<file path="config.mk">
export PLATFORM = sky130hd
export DESIGN_NAME = pprs_div
export DESIGN_NICKNAME = d
export VERILOG_FILES = /design/src/pprs_pkg.sv /design/src/pprs_div.sv
export SDC_FILE = /design/constraint.sdc
export NUM_CORES = 1
export LEC_CHECK = 0
export BUFFER_PORTS_ARGS = -buffer_cell sky130_fd_sc_hd__buf_2
export CORE_ASPECT_RATIO = 0.9
export CORE_UTILIZATION = 55
export DETAILED_ROUTE_END_ITERATION = 8
export PLACE_DENSITY = 0.87
export SLEW_MARGIN = 5
export SYNTH_ARGS = -nofsm -noshare
export SYNTH_HDL_FRONTEND = slang
export SYNTH_SLANG_ARGS = --single-unit
</file>
<file path="constraint.sdc">
create_clock -name i_clk -period 5.4 [get_ports i_clk]
set_input_delay 0.27 -clock i_clk [delete_from_list [all_inputs] [get_ports i_clk]]
set_output_delay 0.27 -clock i_clk [all_outputs]
set_load 0.02 [all_outputs]
</file>
<file path="src/pprs_pkg.sv">
// shared types and constants for the projected point region select block
`default_nettype none
package pprs_pkg;
    localparam int MAX_VERTICES_DEF = 64;
    localparam int INDEX_BITS_DEF   = 24;
    localparam int NUM_REGS         = 8;

    localparam logic [2:0] REG_ROW0   = 3'd0;
    localparam logic [2:0] REG_ROW1   = 3'd1;
    localparam logic [2:0] REG_ROW2   = 3'd2;
    localparam logic [2:0] REG_ROW3   = 3'd3;
    localparam logic [2:0] REG_WINDOW = 3'd4;
    localparam logic [2:0] REG_MODE   = 3'd5;
    localparam logic [2:0] REG_RECT   = 3'd6;
    localparam logic [2:0] REG_VCOUNT = 3'd7;

    localparam logic CMD_LOAD  = 1'b0;
    localparam logic CMD_POINT = 1'b1;

    typedef struct packed {
        logic               command;
        logic signed [31:0] coord_x;
        logic signed [31:0] coord_y;
        logic signed [31:0] coord_z;
        logic               first_of_cloud;
        logic [5:0]         vertex_slot;
        logic signed [15:0] vertex_x;
        logic signed [15:0] vertex_y;
    } t_in_item;

    // request / reply between sequencer and divider
    typedef struct packed {
        logic        start;
        logic [63:0] num;
        logic [63:0] den;
    } t_div_req;

    typedef struct packed {
        logic        done;
        logic [37:0] quo;
    } t_div_rsp;
endpackage
`default_nettype wire

</file>
<file path="src/pprs_div.sv">
// shared restoring divider: quotient with 24 fraction bits, clamped at 2^13
`default_nettype none
module pprs_div (
    input  wire logic              i_clk,
    input  wire logic              i_rst_n,
    input  wire pprs_pkg::t_div_req i_req,
    output pprs_pkg::t_div_rsp     o_rsp
);
    // long division over 64 integer bits then 24 fraction bits
    localparam int STEPS = 88;
    logic [6:0]  r_cnt, n_cnt;
    logic        r_busy, n_busy;
    logic [64:0] r_rem, n_rem;
    logic [63:0] r_num, n_num;
    logic [63:0] r_den, n_den;
    logic [37:0] r_quo, n_quo;
    logic        r_ovf, n_ovf;
    logic        r_done, n_done;
    logic [64:0] shifted;
    logic        bit_in;

    always_comb begin
        n_cnt = r_cnt; n_busy = r_busy; n_rem = r_rem; n_num = r_num;
        n_den = r_den; n_quo = r_quo; n_ovf = r_ovf; n_done = 1'b0;
        bit_in  = r_num[63];
        shifted = {r_rem[63:0], bit_in};
        if (i_req.start) begin
            n_busy = 1'b1; n_cnt = '0; n_rem = '0; n_num = i_req.num;
            n_den = i_req.den; n_quo = '0; n_ovf = 1'b0;
        end else if (r_busy) begin
            n_num = {r_num[62:0], 1'b0};
            if (shifted >= {1'b0, r_den}) begin
                n_rem = shifted - {1'b0, r_den};
                // quotient bit at weight 2^13 or above in integer part clamps
                if (r_cnt < 7'd51) n_ovf = 1'b1;
                n_quo = {r_quo[36:0], 1'b1};
            end else begin
                n_rem = shifted;
                n_quo = {r_quo[36:0], 1'b0};
            end
            n_cnt = r_cnt + 7'd1;
            if (r_cnt == 7'(STEPS - 1)) begin
                n_busy = 1'b0;
                n_done = 1'b1;
            end
        end
    end

    always_ff @(posedge i_clk) begin
        if (!i_rst_n) begin
            r_busy <= 1'b0; r_done <= 1'b0; r_cnt <= '0;
        end else begin
            r_busy <= n_busy; r_done <= n_done; r_cnt <= n_cnt;
        end
        r_rem <= n_rem; r_num <= n_num; r_den <= n_den;
        r_quo <= n_quo; r_ovf <= n_ovf;
    end

    assign o_rsp.done = r_done;
    assign o_rsp.quo  = r_ovf ? 38'(64'd8192 << 24) : r_quo;
endmodule
`default_nettype wire

</file>
==> metrics.cfg <==
[layout]
fin_nets=1814
layout_common_cells=168 x buf_2, 152 x nand2_1, 130 x nor2_1
drive_above_1_share_pct=18.6
area_growth_pct=19.9
post-route-util_pct=67.0
n_antenna_cell=0
final_area_um2=16200
instances_no_fill=1945
final_common_cell=buf_2

[placement]
pre_cts_ws_ps=1430
dp.cells=1818
gp_congestion=0.945
port_buffers=169
place_area_um2=14500
dpl.hpwl_um=22800

[drt]
drc=0
drt_iter0_drc=937
wl_per_cell_um=17.5
num_vias=11400
totalWireLength_um=34000
firstDrtPassIters=5
ant_nets=0
via_per_inst=5.84

[logic_synthesis]
synth_edf_count=128
ys_ff_latch=240
synth_warnings=0
synth_nets=1613
netlist_area_um2=13500
yosysTopAreaCell=edfxtp_1
synth_top_cell_area_share_pct=28.4
netlist-cell-type-count=75
synth_area_leaders=edfxtp_1 28%, dfxtp_1 17%, ha_1 6.0%, mux2_2 5.2%, nand2_1 4.2%
synth_cells=1416
synth_flop_cell=edfxtp_1
synth_seq_area_share_pct=45.0
postSynthAreaPerCell_um2=9.54
async_reset_ff_share_pct=0

[sta]
setup_ws_ps=1360
hold_viol_final=0
finClkSkew_ps=14.3
max_freq_mhz=248
max_slew.worst_pin.slew_ps=1050
holdWs_ps=13.5
rsz0062_at_grt=false
relSlewSlack_pct=30.1
final_max_slew_viol_count=0
timing.setup.tns_ps=0
finalCritPeriodShare_pct=74.8
finalCriticalPeriod_ps=4040
setup-violations-final=0

[clock_network]
postCtsSetupBuffers=0
cts_tree=yes
path_clk_slew_ps=70
clock_path_buffers=3
clock-sinks=240
htreeDepth=1
clk_latency_ps=560
hold_buffers=79
cts_resized=0
cts_root_buf=clkbuf_16
cts_buffers=26

[floorplanning]
die-area_um2=25200
fp.coreArea_um2=24200
boundaryPins=170
die_w_um=167
die_h_um=151
row_count=54
initial_utilization_pct=55.9

[critical_path]
cp.arrival_ps=4490
end_kind=flop
path_max_fanout=29
rr_startpoint=r_den[35]
regToRegSetupSlack_ps=1360
cp.required_ps=5840
ff2ff_path_depth=11
r2r_end=r_rem[9]
crit_type=flop to flop
cp-start-kind=flop

[pwr]
switching_share_pct=27.1
power_frac_clock_pct=39.4
p_per_area_nw_per_um2=301
vdd_ir_drop_max_mv=0.252
total_power_mw=4.88
p_switching_mw=1.32
p_int_mw=3.55
cellLeakagePower_nw=6.86
pwr-share-comb_pct=17.0
pwr-share-seq_pct=43.6

[run]
cap_violations=0

[global_routing]
grt_max_degree=139
track_usage_pct=26.3
grt_pass1_vias=11100
grt_antenna_before_repair=0
grt_overflow=0
grt_pass1_wl_um=53900

[worst_hold_path]
hold_start=i_req[106]
holdPathEnd=r_num[42]
worst_hold_path.num_cells=2
hold_class=input port to flop

[outcome]
outcome=completed

power by group through the flow:
stage | Sequential [mW] | Combinational [mW] | Clock (mW)
after global placement | 2.15 | 0.742 | 0
after floorplan | 2.13 | 0.574 | 0
after CTS | 2.12 | 0.810 | 1.94
final | 2.13 | 0.828 | 1.92
after detailed placement | 2.16 | 0.760 | 0
after global routing | 2.14 | 0.907 | 2.01
registers in the layout, indices dropped and copies added, names as in the netlist:
signal / cells
r_done: 1
r_ovf: 1
r_rem: 64
r_den: 64
r_num: 64
r_busy: 1
r_cnt: 7
r_quo: 38
synth_stat cells (4+ instances only):
library cell and n:
or2_2 5, nor2_1 131, nand3_1 19, a21o_1 26, ha_1 65, a21oi_1 100
xnor2_1 37, a211o_1 4, nand2b_1 8, a211oi_1 14, a32oi_1 4, and3_1 8
mux2_2 63, buf_4 5, mux2i_1 43, a31oi_1 9, nor3_1 13, inv_1 87
buf_2 6, a311oi_1 34, xor2_1 25, or3_1 5, o221ai_1 4, o22ai_1 6
o211ai_1 5, nand2_1 152, o21ai_0 63, edfxtp_1 128, nand4_1 24, o21a_1 9
clkbuf_1 61, o21bai_1 19, nor2b_1 51, o211a_1 4, buf_1 6, dfxtp_1 112
and2_1 9
cell type report:
type / count / area (um^2)
Clock buffer: 27 / 654
Clock inverter: 21 / 277
Fill cell: 1838 / 7990
Inverter: 87 / 327
Timing Repair Buffer: 253 / 1690
Sequential cell: 240 / 6090
Tap cell: 308 / 385
Multi-Input combinational cell: 1009 / 6780
layer usage:
layer  share of wire, %  wire length, um  GRT usage [%]  vias to the layer above
met5                  0                0              0                        -
met4                2.9              996           9.08                        0
met3                7.3             2490           5.02                       82
met2                 48            16300           45.5                      473
met1                 42            14200           33.1                     5347
li1                   -                -              -                     5455
worst max-delay path, stage by stage (launching register included):
cell	delay (ps)
edfxtp_1	330
inv_1	70
ha_1	490
nand3_1	220
nor3_1	310
nand4_1	140
o41ai_1	450
o21bai_1	250
nor2b_4	750
buf_4	450
nand2_1	130
a311oi_1	340
logic make-up after synthesis:
group                    share of synthesized area (%)
AO/OA/AOI/OAI                                     16.0
AND/OR/NAND/NOR                                   15.3
adder cells (fa/ha/maj)                           6.17
multiplexers                                      8.55
XOR/XNOR                                          4.02
buffers and inverters                             4.90
flip-flops                                        45.0
worst max-delay path by stage:
stage	from	endpoint	slack (ps)
3_5_place_dp	r_den[42]	r_rem[9]	1430
2_1_floorplan	r_den[38]	r_rem[63]	2370
3_3_place_gp	r_den[35]	r_rem[43]	1560
6_report	r_den[35]	r_rem[9]	1360
4_1_cts	r_den[30]	r_rem[9]	1410
5_1_grt	r_den[18]	r_rem[9]	1150
Note: power is estimated with default switching activity, not from simulation.
